**src/rtl/mpfb_pkg.sv**
```systemverilog
// Shared constants, op codes and types for the masked packet filter bank.
// No dependencies.
package mpfb_pkg;

  localparam int FILTERS     = 4;
  localparam int MAX_WORDS   = 8;
  localparam int WI_W        = (MAX_WORDS > 1) ? $clog2(MAX_WORDS) : 1;
  localparam int WC_W        = $clog2(MAX_WORDS + 1);
  localparam int FI_W        = 2;
  localparam int LEN_W       = 16;
  localparam int QUEUE_DEPTH = 2;
  localparam int QP_W        = (QUEUE_DEPTH > 1) ? $clog2(QUEUE_DEPTH) : 1;
  localparam int QC_W        = $clog2(QUEUE_DEPTH + 1);

  typedef enum logic [1:0] {
    OP_HEADER  = 2'd0,
    OP_PATTERN = 2'd1,
    OP_BYTE    = 2'd2,
    OP_NONE    = 2'd3
  } op_t;

  // pass flags and length of one finished packet
  typedef struct packed {
    logic [FILTERS-1:0] pass;
    logic [LEN_W-1:0]   len;
  } result_set_t;

endpackage

```
**src/rtl/masked_packet_filter_bank_core.sv**
```systemverilog
// Masked packet filter bank: one input transfer (table write or packet byte)
// per cycle. Byte compares run in a two-stage front end whose second stage
// reads each filter's own pattern memory; the last byte of a packet leaves a
// pass set in a two-entry queue, and the back end drains it at one result per
// cycle while result_ready holds, giving n results for n passing filters or
// one no-match result. Input stalls only while a last byte waits on a full
// queue. Depends on mpfb_pkg, mpfb_front, mpfb_queue and mpfb_back.
module masked_packet_filter_bank_core import mpfb_pkg::*; (
  input  logic        clk,
  input  logic        rst,
  input  logic        item_valid,
  output logic        item_ready,
  input  logic [1:0]  op,
  input  logic [1:0]  filter_index,
  input  logic [2:0]  word_index,
  input  logic [31:0] mask_word,
  input  logic [31:0] value_word,
  input  logic [13:0] word_offset,
  input  logic [3:0]  word_count,
  input  logic        pass_all,
  input  logic        inverted,
  input  logic        enabled,
  input  logic [7:0]  packet_byte,
  input  logic        last,
  output logic        result_valid,
  input  logic        result_ready,
  output logic [1:0]  hit_filter,
  output logic        any_hit,
  output logic [15:0] packet_length,
  output logic        last_result
);

  logic        q_full;
  logic        push;
  result_set_t push_data;
  logic        pop;
  logic        head_valid;
  result_set_t head;

  mpfb_front u_front (
    .clk          (clk),
    .rst          (rst),
    .item_valid   (item_valid),
    .item_ready   (item_ready),
    .op           (op),
    .filter_index (filter_index),
    .word_index   (word_index),
    .mask_word    (mask_word),
    .value_word   (value_word),
    .word_offset  (word_offset),
    .word_count   (word_count),
    .pass_all     (pass_all),
    .inverted     (inverted),
    .enabled      (enabled),
    .packet_byte  (packet_byte),
    .last         (last),
    .q_full       (q_full),
    .push         (push),
    .push_data    (push_data)
  );

  mpfb_queue u_queue (
    .clk        (clk),
    .rst        (rst),
    .push       (push),
    .push_data  (push_data),
    .full       (q_full),
    .pop        (pop),
    .head_valid (head_valid),
    .head       (head)
  );

  mpfb_back u_back (
    .clk           (clk),
    .rst           (rst),
    .head_valid    (head_valid),
    .head          (head),
    .pop           (pop),
    .result_valid  (result_valid),
    .result_ready  (result_ready),
    .hit_filter    (hit_filter),
    .any_hit       (any_hit),
    .packet_length (packet_length),
    .last_result   (last_result)
  );

endmodule

```
**src/rtl/mpfb_front.sv**
```systemverilog
// Front end: takes table writes and packet bytes, holds filter headers and
// pattern memories, checks bytes and produces one pass set per packet.
// Depends on mpfb_pkg.
module mpfb_front import mpfb_pkg::*; (
  input  logic              clk,
  input  logic              rst,
  input  logic              item_valid,
  output logic              item_ready,
  input  logic [1:0]        op,
  input  logic [1:0]        filter_index,
  input  logic [2:0]        word_index,
  input  logic [31:0]       mask_word,
  input  logic [31:0]       value_word,
  input  logic [13:0]       word_offset,
  input  logic [3:0]        word_count,
  input  logic              pass_all,
  input  logic              inverted,
  input  logic              enabled,
  input  logic [7:0]        packet_byte,
  input  logic              last,
  input  logic              q_full,
  output logic              push,
  output result_set_t       push_data
);

  logic [FILTERS-1:0] filter_on;
  logic [FILTERS-1:0] filter_all;
  logic [FILTERS-1:0] filter_invert;
  logic [13:0]        window_start [FILTERS];
  logic [WC_W-1:0]    window_words [FILTERS];
  logic [FILTERS-1:0] mismatch_seen;
  logic [LEN_W-1:0]   byte_position;

  logic [31:0] pat_mask  [FILTERS][MAX_WORDS];
  logic [31:0] pat_value [FILTERS][MAX_WORDS];

  // second stage
  logic               b_valid;
  logic               b_last;
  logic [7:0]         b_byte;
  logic [LEN_W-1:0]   b_len;
  logic [FILTERS-1:0] b_inwin;
  logic [1:0]         b_lane [FILTERS];
  logic [31:0]        rd_mask  [FILTERS];
  logic [31:0]        rd_value [FILTERS];

  logic               stall;
  logic               take;
  logic               take_byte;
  logic               wr_hdr;
  logic               wr_pat;
  logic [LEN_W-1:0]   len_next;
  logic [FILTERS-1:0] inwin;
  logic [WI_W-1:0]    ridx [FILTERS];
  logic [1:0]         lane [FILTERS];
  logic [FILTERS-1:0] mm_now;
  logic [FILTERS-1:0] pass;
  logic [WC_W-1:0]    cnt_sat;

  assign stall      = b_valid & b_last & q_full;
  assign item_ready = ~stall;
  assign take       = item_valid & item_ready;
  assign take_byte  = take & (op == OP_BYTE);
  assign wr_hdr     = take & (op == OP_HEADER) & (32'(filter_index) < FILTERS);
  assign wr_pat     = take & (op == OP_PATTERN) & (32'(filter_index) < FILTERS)
                      & (32'(word_index) < MAX_WORDS);
  assign len_next   = (byte_position == {LEN_W{1'b1}}) ? byte_position
                                                       : byte_position + 1'b1;
  assign cnt_sat    = (32'(word_count) > MAX_WORDS) ? WC_W'(MAX_WORDS)
                                                    : WC_W'(word_count);

  always_comb begin
    logic [15:0] first;
    logic [16:0] lim;
    logic [15:0] rel;
    for (int f = 0; f < FILTERS; f++) begin
      first   = {window_start[f], 2'b00};
      lim     = 17'(first) + 17'({window_words[f], 2'b00});
      rel     = byte_position - first;
      inwin[f] = (byte_position >= first) && (17'(byte_position) < lim);
      ridx[f] = rel[WI_W+1:2];
      lane[f] = rel[1:0];
    end
  end

  always_comb begin
    logic [16:0] wend;
    logic        ok;
    for (int f = 0; f < FILTERS; f++) begin
      mm_now[f] = mismatch_seen[f] | (b_inwin[f] &
                  ((rd_mask[f][8*b_lane[f] +: 8] & b_byte) !=
                   rd_value[f][8*b_lane[f] +: 8]));
      wend    = 17'({window_start[f], 2'b00}) + 17'({window_words[f], 2'b00});
      ok      = (wend < 17'(b_len)) & (filter_all[f] | ~mm_now[f]);
      pass[f] = filter_on[f] & (ok ^ filter_invert[f]);
    end
  end

  assign push           = b_valid & b_last & ~q_full;
  assign push_data.pass = pass;
  assign push_data.len  = b_len;

  always_ff @(posedge clk) begin
    for (int f = 0; f < FILTERS; f++) begin
      if (wr_pat && 32'(filter_index) == f) begin
        pat_mask[f][WI_W'(word_index)]  <= mask_word;
        pat_value[f][WI_W'(word_index)] <= value_word;
      end
      if (!stall) begin
        rd_mask[f]  <= pat_mask[f][ridx[f]];
        rd_value[f] <= pat_value[f][ridx[f]];
        b_lane[f]   <= lane[f];
      end
    end
    if (!stall) begin
      b_last  <= last;
      b_byte  <= packet_byte;
      b_len   <= len_next;
      b_inwin <= inwin;
    end
  end

  always_ff @(posedge clk) begin
    if (rst) begin
      filter_on     <= '0;
      filter_all    <= '0;
      filter_invert <= '0;
      mismatch_seen <= '0;
      byte_position <= '0;
      b_valid       <= 1'b0;
      for (int f = 0; f < FILTERS; f++) begin
        window_start[f] <= '0;
        window_words[f] <= '0;
      end
    end else begin
      if (wr_hdr) begin
        for (int f = 0; f < FILTERS; f++) begin
          if (32'(filter_index) == f) begin
            window_start[f]  <= word_offset;
            window_words[f]  <= cnt_sat;
            filter_all[f]    <= pass_all;
            filter_invert[f] <= inverted;
            filter_on[f]     <= enabled;
          end
        end
      end
      if (take_byte) begin
        byte_position <= last ? '0 : len_next;
      end
      if (!stall) begin
        b_valid <= take_byte;
        if (b_valid) begin
          mismatch_seen <= b_last ? '0 : mm_now;
        end
      end
    end
  end

endmodule

```
**src/rtl/mpfb_queue.sv**
```systemverilog
// Short queue of per-packet pass sets between front and back ends.
// Depends on mpfb_pkg.
module mpfb_queue import mpfb_pkg::*; (
  input  logic        clk,
  input  logic        rst,
  input  logic        push,
  input  result_set_t push_data,
  output logic        full,
  input  logic        pop,
  output logic        head_valid,
  output result_set_t head
);

  result_set_t       entries [QUEUE_DEPTH];
  logic [QP_W-1:0]   wr_ptr;
  logic [QP_W-1:0]   rd_ptr;
  logic [QC_W-1:0]   count;

  assign full       = (32'(count) == QUEUE_DEPTH);
  assign head_valid = (count != '0);
  assign head       = entries[rd_ptr];

  always_ff @(posedge clk) begin
    if (push) begin
      entries[wr_ptr] <= push_data;
    end
  end

  always_ff @(posedge clk) begin
    if (rst) begin
      wr_ptr <= '0;
      rd_ptr <= '0;
      count  <= '0;
    end else begin
      if (push) begin
        wr_ptr <= (32'(wr_ptr) == QUEUE_DEPTH - 1) ? '0 : wr_ptr + 1'b1;
      end
      if (pop) begin
        rd_ptr <= (32'(rd_ptr) == QUEUE_DEPTH - 1) ? '0 : rd_ptr + 1'b1;
      end
      count <= count + QC_W'(push) - QC_W'(pop);
    end
  end

endmodule

```
**src/rtl/mpfb_back.sv**
```systemverilog
// Back end: walks a packet's pass set and issues one result per transfer,
// lowest filter first, or a single no-match result.
// Depends on mpfb_pkg.
module mpfb_back import mpfb_pkg::*; (
  input  logic              clk,
  input  logic              rst,
  input  logic              head_valid,
  input  result_set_t       head,
  output logic              pop,
  output logic              result_valid,
  input  logic              result_ready,
  output logic [1:0]        hit_filter,
  output logic              any_hit,
  output logic [15:0]       packet_length,
  output logic              last_result
);

  logic [FILTERS-1:0] served;
  logic [FILTERS-1:0] rem;
  logic [FILTERS-1:0] sel;
  logic [FI_W-1:0]    idx;
  logic               final_one;
  logic               load;

  assign rem       = head.pass & ~served;
  assign sel       = rem & (~rem + 1'b1);
  assign final_one = ((rem & ~sel) == '0);
  assign load      = head_valid & (~result_valid | result_ready);
  assign pop       = load & final_one;

  always_comb begin
    idx = '0;
    for (int i = FILTERS - 1; i >= 0; i--) begin
      if (rem[i]) idx = FI_W'(i);
    end
  end

  always_ff @(posedge clk) begin
    if (load) begin
      hit_filter    <= idx;
      any_hit       <= (rem != '0);
      packet_length <= head.len;
      last_result   <= final_one;
    end
  end

  always_ff @(posedge clk) begin
    if (rst) begin
      result_valid <= 1'b0;
      served       <= '0;
    end else begin
      if (load) begin
        result_valid <= 1'b1;
      end else if (result_ready) begin
        result_valid <= 1'b0;
      end
      if (load) begin
        served <= final_one ? '0 : (served | sel);
      end
    end
  end

endmodule
```
**config.mk**
```make
export PLATFORM = sky130hd
export DESIGN_NAME = masked_packet_filter_bank_core
export DESIGN_NICKNAME = d
export VERILOG_FILES = /design/src/rtl/mpfb_pkg.sv /design/src/rtl/masked_packet_filter_bank_core.sv /design/src/rtl/mpfb_front.sv /design/src/rtl/mpfb_queue.sv /design/src/rtl/mpfb_back.sv
export SDC_FILE = /design/constraint.sdc
export NUM_CORES = 2
export LEC_CHECK = 0
export ABC_AREA = 0
export BUFFER_PORTS_ARGS = -buffer_cell sky130_fd_sc_hd__buf_4
export CAP_MARGIN = 40
export CELL_PAD_IN_SITES_DETAIL_PLACEMENT = 1
export CELL_PAD_IN_SITES_GLOBAL_PLACEMENT = 2
export CORE_MARGIN = 8
export CORE_UTILIZATION = 45
export DETAILED_ROUTE_END_ITERATION = 12
export HOLD_SLACK_MARGIN = 0.12
export PLACE_DENSITY_LB_ADDON = 0.1
export SYNTH_ARGS = -nofsm -noshare
export SYNTH_HDL_FRONTEND = slang
export SYNTH_SLANG_ARGS = --single-unit
```
**constraint.sdc**
```tcl
create_clock -name clk -period 18.25 [get_ports clk]
set_input_delay 1.825 -clock clk [delete_from_list [all_inputs] [get_ports clk]]
set_output_delay 1.825 -clock clk [all_outputs]
set_load 0.01 [all_outputs]
```
-- Yosys cells after proc, flatten, opt, wreduce, memory -nomap -nowiden
Memories as Yosys holds them, arrays and structs flattened. A register that Yosys moved wholly into a read port is not among the register bits.
Index checks and enable logic that the tools add are counted.
- bits in registers: 91
- bits in latches: 0
- RAM bits: 2424
- bits in read-only memories: 0
- bits of input ports: 105
- output and inout bits: 22
- logic and storage cells: 276
- memories kept: 8
- add/sub/neg operators: 14
- multiply operators: 0
- div/mod/pow operators: 0
- order comparisons: 19
- eq/ne operators: 11
- shift-type cells: 8
- mux-type cells: 95
- bitwise operators: 65
- reductions and logical operators: 27
- memories (name ; words ; bits a word ; read ports ; clocked after memory_dff ; wr ports ; RTL line ; source):
    u_front.pat_mask ; 4 ; 256 ; 4 ; 0 ; 1 ; mpfb_front.sv:34 ; logic [31:0] pat_mask [FILTERS][MAX_WORDS];
    u_front.pat_value ; 4 ; 256 ; 4 ; 0 ; 1 ; mpfb_front.sv:35 ; logic [31:0] pat_value [FILTERS][MAX_WORDS];
    u_front.rd_mask ; 4 ; 32 ; 4 ; 0 ; 4 ; mpfb_front.sv:44 ; logic [31:0] rd_mask [FILTERS];
    u_front.rd_value ; 4 ; 32 ; 4 ; 0 ; 4 ; mpfb_front.sv:45 ; logic [31:0] rd_value [FILTERS];
    u_front.window_start ; 4 ; 14 ; 4 ; 0 ; 4 ; mpfb_front.sv:29 ; logic [13:0] window_start [FILTERS];
    u_queue.entries ; 2 ; 20 ; 1 ; 1 ; 1 ; mpfb_queue.sv:14 ; result_set_t entries [QUEUE_DEPTH];
    +2 memories ; -- ; -- ; -- ; -- ; -- ; -- ;
- operators with widths (kind ; count):
    $mux W256 ; 16
    $reduce_or A256 Y1 ; 6
    $bmux W32 S3 ; 8
    $mux W32 ; 17
    $shiftx A32 B6 Y8 ; 8
    $demux W32 S3 ; 1
    $add A16 B6 Y17 ; 4
    $lt A16 B17 Y1 ; 4
    $lt A17 B16 Y1 ; 4
    $ge A16 B16 Y1 ; 4
    $mux W14 ; 4
    $and A8 B8 Y8 ; 4
    $mux W1 ; 32
    $mux W16 ; 2
    $ne A8 B8 Y1 ; 4
    $mux W4 ; 7
    $and A1 B1 Y1 ; 21
    $ge A4 B4 Y1 const B ; 5
    $not A3 Y4 ; 5
    $sub A5 B5 Y5 ; 4
    $or A1 B1 Y1 ; 17
    $add A16 B1 Y16 const B ; 1
    $eq A16 B16 Y1 const B ; 1
    $mux W2 ; 8
    20 further kinds ; 52

-- Logic depth before layout (Yosys ltp)
- depth after elaboration: 12
- gate-level depth with buffers: 16
- depth with buffers taken out: 16

-- Hierarchy
Synthesis repeated with hierarchy kept, for this count alone.
- cell total of the unflattened synthesis: 4680
- area, all modules: 99797.0 µm²
- modules (own cells, without submodules) (module ; times used ; cells an instance ; area each (µm²)):
    mpfb_front ; 1 ; 4543 ; 97130.7
    mpfb_queue ; 1 ; 83 ; 1742.9
    mpfb_back ; 1 ; 54 ; 923.4

-- Worst setup path before layout
No wires, ideal clock.
- path type: flip-flop to flip-flop
- from: register u_front.b_last
- to: memory u_front.pat_mask[3][224] (netlist name) (enable)
- setup time: 0.486 ns
- arrival: 11.903 ns
- required time: 17.764 ns
- setup slack: 5.860 ns
- cell stages (with the launch flop): 6
- buffers on the path: 0
- period minus slack after synthesis: 12.390 ns
- path through: edfxtp_1 nand3_1 nand2_1 nor3b_1 nand3_1 nor2_1
- word-level cells in the longest chain between the ends: 12
- elaborated cells on any way between the ends: 26
- RTL lines (what ; RTL line ; source):
    from (decl) ; mpfb_front.sv:39 ; logic b_last;
    from (signal assigned) ; mpfb_front.sv:116 ; b_last <= last;
    $and A1 B1 Y1 (*) (2 in series) ; mpfb_front.sv:60 ; assign stall = b_valid & b_last & q_full;
    $not A1 Y1 (*) ; mpfb_front.sv:61 ; assign item_ready = ~stall;
    net item_ready ; masked_packet_filter_bank_core.sv:12 ; output logic item_ready,
    $and A1 B1 Y1 (*) ; mpfb_front.sv:62 ; assign take = item_valid & item_ready;
    $and A1 B1 Y1 (*) ; mpfb_front.sv:65 ; assign wr_pat = take & (op == OP_PATTERN) & (32'(filter_index) < FILTERS)
    $logic_and A1 B1 Y1 ; mpfb_front.sv:105 ; if (wr_pat && 32'(filter_index) == f) begin
    $mux W1 ; mpfb_front.sv:105 ;
    $mux W256 (implied by the code) ; mpfb_front.sv:106 ; pat_mask[f][WI_W'(word_index)] <= mask_word;
    $reduce_or A256 Y1 (no line) ; -- ;
    $mux W2 (no line) / $mux W256 (equally long branches) (3 in series) ; -- ;
    to (decl) ; mpfb_front.sv:34 ;
The timed path passes the listed nets; every way through them passes the cells marked *.

==> summary.txt <==
Critical path
  – Worst path buffer plus inverter count: 4
  – Crit. End Element: flop
  – R2R cell count: 8
  – Kind of critical path: flop to flop
  – Family with the most delay on the worst path: buffers and inverters
  – Max incr delay on CP: 1150 ps
  – Crit-path slowest cell: fa_4
  – Crit path DAT: 5450 ps
  – Worst Path Max Fanout: 51
  – Critical path cell sequence: inv_1 -> ha_4 -> inv_1 -> fa_4 -> buf_4 -> buf_4 -> mux4_2 -> mux2_2
  – Worst setup SP type: flop
  – Worst EP required: 18890 ps
  – Crit path depth: 8

Global routing
  – Total track usage: 23.1%
  – Antenna violations before repair: 30
  – First-pass GRT wire length: 389000 um
  – Largest net degree at the start of global routing: 59
  – Number of global-route vias before repair: 50600
  – Total global routing overflow: 0

Place
  – Hpwl dp: 171000 um
  – Cells after DPL: 7727
  – GPL Wtd Cong: 0.815
  – Port Buffers: 126

Yosys
  – Seq/Total Area, Yosys: 75.2%
  – Syn nets: 4977
  – Synth unique cells: 72
  – Cell Area, Synth: 0.0996 mm^2
  – Main synth FF type: edfxtp_1
  – YS warnings: 0
  – Async set or reset register ratio after synthesis: 0%
  – Post-synthesis register bit count: 2510
  – Post-synthesis cell count: 4680
  – Post-synth EDFFs: 2467
  – Avg Inst Size Synth: 21.3 um^2

Clock network
  – H-tree depth: 5
  – CTS tree: built
  – CTS Sinks: 2510
  – Root Driver: clkbuf_16
  – Post-CTS setup buffers: 0
  – Clk Latency, worst-skew pair: 920 ps
  – Clk slew on worst S/H paths: 60 ps
  – Maximum root-to-sink buffer count: 4
  – CTS hold repair buffers: 0
  – CTS resizes: 0
  – Num CTS Buffers: 286

Timing
  – Final-report max-slew violation count: 0
  – Final hold violations: 0
  – Worst Skew: 66.0 ps
  – Slew at the pin with the worst max-slew slack: 936 ps
  – Setup_tns: 0 ps
  – Setup-failing EPs final: 0
  – Period minus WS final: 4810 ps
  – Period utilization: 26.4%
  – RSZ-0062 raised after global routing: no
  – Rel. slew slack: 37.6%
  – Fmax: 0.208 GHz

Floorplanning
  – Die W: 487 um
  – Ports: 127
  – Starting Density: 45.3%
  – Core ar.: 0.220 mm^2
  – Die Y: 487 um
  – Die ar.: 0.237 mm^2
  – Core Rows: 172

Detailed routing
  – DRT Wirelength: 277000 um
  – DR iter-0 viols: 4319
  – Vias per cell: 5.84
  – Routed wire per std cell: 33.7 um
  – Vias: 48000
  – Routed Antenna Nets: 0
  – Drc violations: 0
  – DRT Pass-1 Iters: 7

Hold path
  – Hold Crit Depth: 1
  – Worst min path class: flop to flop

Cells and area
  – Nets@finish: 5355
  – Share of cells above drive strength 1: 28.6%
  – Commonest non-fill, non-tap cell in the layout: edfxtp_1
  – Most frequent cells in the layout: edfxtp_1 (2467), mux4_2 (534), clkbuf_16 (293)
  – Fin cells: 8219
  – Area grow syn2layout: 14.7%

Power and ir drop
  – Maximum vdd ir drop: 0.0000914 V
  – Power Density: 109 mW/mm^2
  – LEAKAGE: 0.0375 uW

Run status
  – Status: complete, no violations

Run
  – Max Cap Viol: 0
[area by class of cell]
type,instances,area (um^2)
Clock inverter,125,1060
Clock buffer,357,7570
Antenna cell,9,22.5
Sequential cell,2510,74900
Fill cell,19200,106000
Tap cell,2958,3700
Timing Repair Buffer,270,2720
Inverter,136,510
Multi-Input combinational cell,1854,23800
[state kept, by name, summed over array words and instances, names as in the netlist, 4 cells and up, named ones only]
signal / count
u_back.served: 4
u_front.filter_invert: 4
u_front.mismatch_seen: 4
u_front.byte_position: 16
u_front.filter_on: 4
u_front.window_words: 16
u_front.rd_mask: 128
u_front.b_inwin: 4
u_front.pat_value: 1024
u_front.pat_mask: 1024
u_back.packet_length: 16
u_queue.entries: 40
u_front.window_start: 56
u_front.filter_all: 4
u_front.rd_value: 128
u_front.b_len: 16
u_front.b_byte: 8
[routing by layer]
metal | GRT usage [%] | up-vias | wire [um]
met1 | 31.6 | 26200 | 118000
met5 | 0 | - | 13
li1 | - | 20100 | -
met4 | 5.76 | 2 | 6650
met2 | 39.3 | 1316 | 139000
met3 | 3.37 | 369 | 14100
[cell usage after synthesis (19+ instances only)]
master,instances,area [um^2]
a21o_1,44,330
a21oi_1,63,315
and2_1,19,119
and3_1,50,313
buf_2,61,305
clkbuf_1,102,383
dfxtp_1,43,861
edfxtp_1,2467,74100
ha_1,184,2300
inv_1,136,510
mux2_2,274,3090
mux2i_1,73,731
mux4_2,534,12000
nand2_1,60,225
nand2b_1,22,138
nand3_1,27,135
nand4_1,27,169
nor2_1,112,420
nor3_1,22,110
o21ai_0,33,165
o22ai_1,33,206
xnor2_1,56,490
xor2_1,44,385
[worst reg2reg max path, stage by stage (launching register included)]
cell	delay (ps)
dfxtp_1	310
inv_1	480
ha_4	230
inv_1	50
fa_4	1150
buf_4	730
buf_4	780
mux4_2	560
mux2_2	290
[metrics by stage]
step / setup slack, ps / util (%) / area (um^2) / total power, uW / hold WS (ps)
finish: 13440 / 52.0 / 114000 / 12500 / 469
global route: 13270 / 52.0 / 114000 / 12800 / 476
CTS: 13370 / 52.0 / 114000 / 12600 / 468
detailed placement: 13240 / 48.0 / 106000 / 7200 / 456
global placement: 11630 / 47.6 / 105000 / 7180 / 447
floorplan: 5860 / - / 99600 / 6870 / 441
[cell families after synthesis]
kind of cell,Yosys count,synth area share (%)
AOI/OAI and AO/OA,268,1.77
xor gates and xnor gates,100,0.879
adders and majority gates,193,2.48
muxes,891,16.2
and+or+nand+nor,402,2.14
buffers and inverters,316,1.34
DFF,2510,75.2
[power by group]
group,switching (uW),leakage (uW),internal [uW]
sequential,40.3,0.0231,6410
clock,2210,0.00424,3180
combinational,381,0.0102,230
total,2630,0.0375,9820
[final timing paths]
kind	from	endpoint	slack, ps
setup / recovery	u_front.byte_position[2]$_SDFFE_PP0P_	u_front.rd_mask[3][26]$_DFFE_PN_	13440
hold reg to reg	u_back.served[3]$_SDFFE_PP0P_	u_back.served[3]$_SDFFE_PP0P_	470
setup reg to reg	u_front.byte_position[2]$_SDFFE_PP0P_	u_front.rd_mask[3][26]$_DFFE_PN_	13440
hold / removal	u_back.served[3]$_SDFFE_PP0P_	u_back.served[3]$_SDFFE_PP0P_	470
Note: power is estimated with default switching activity, not from simulation.
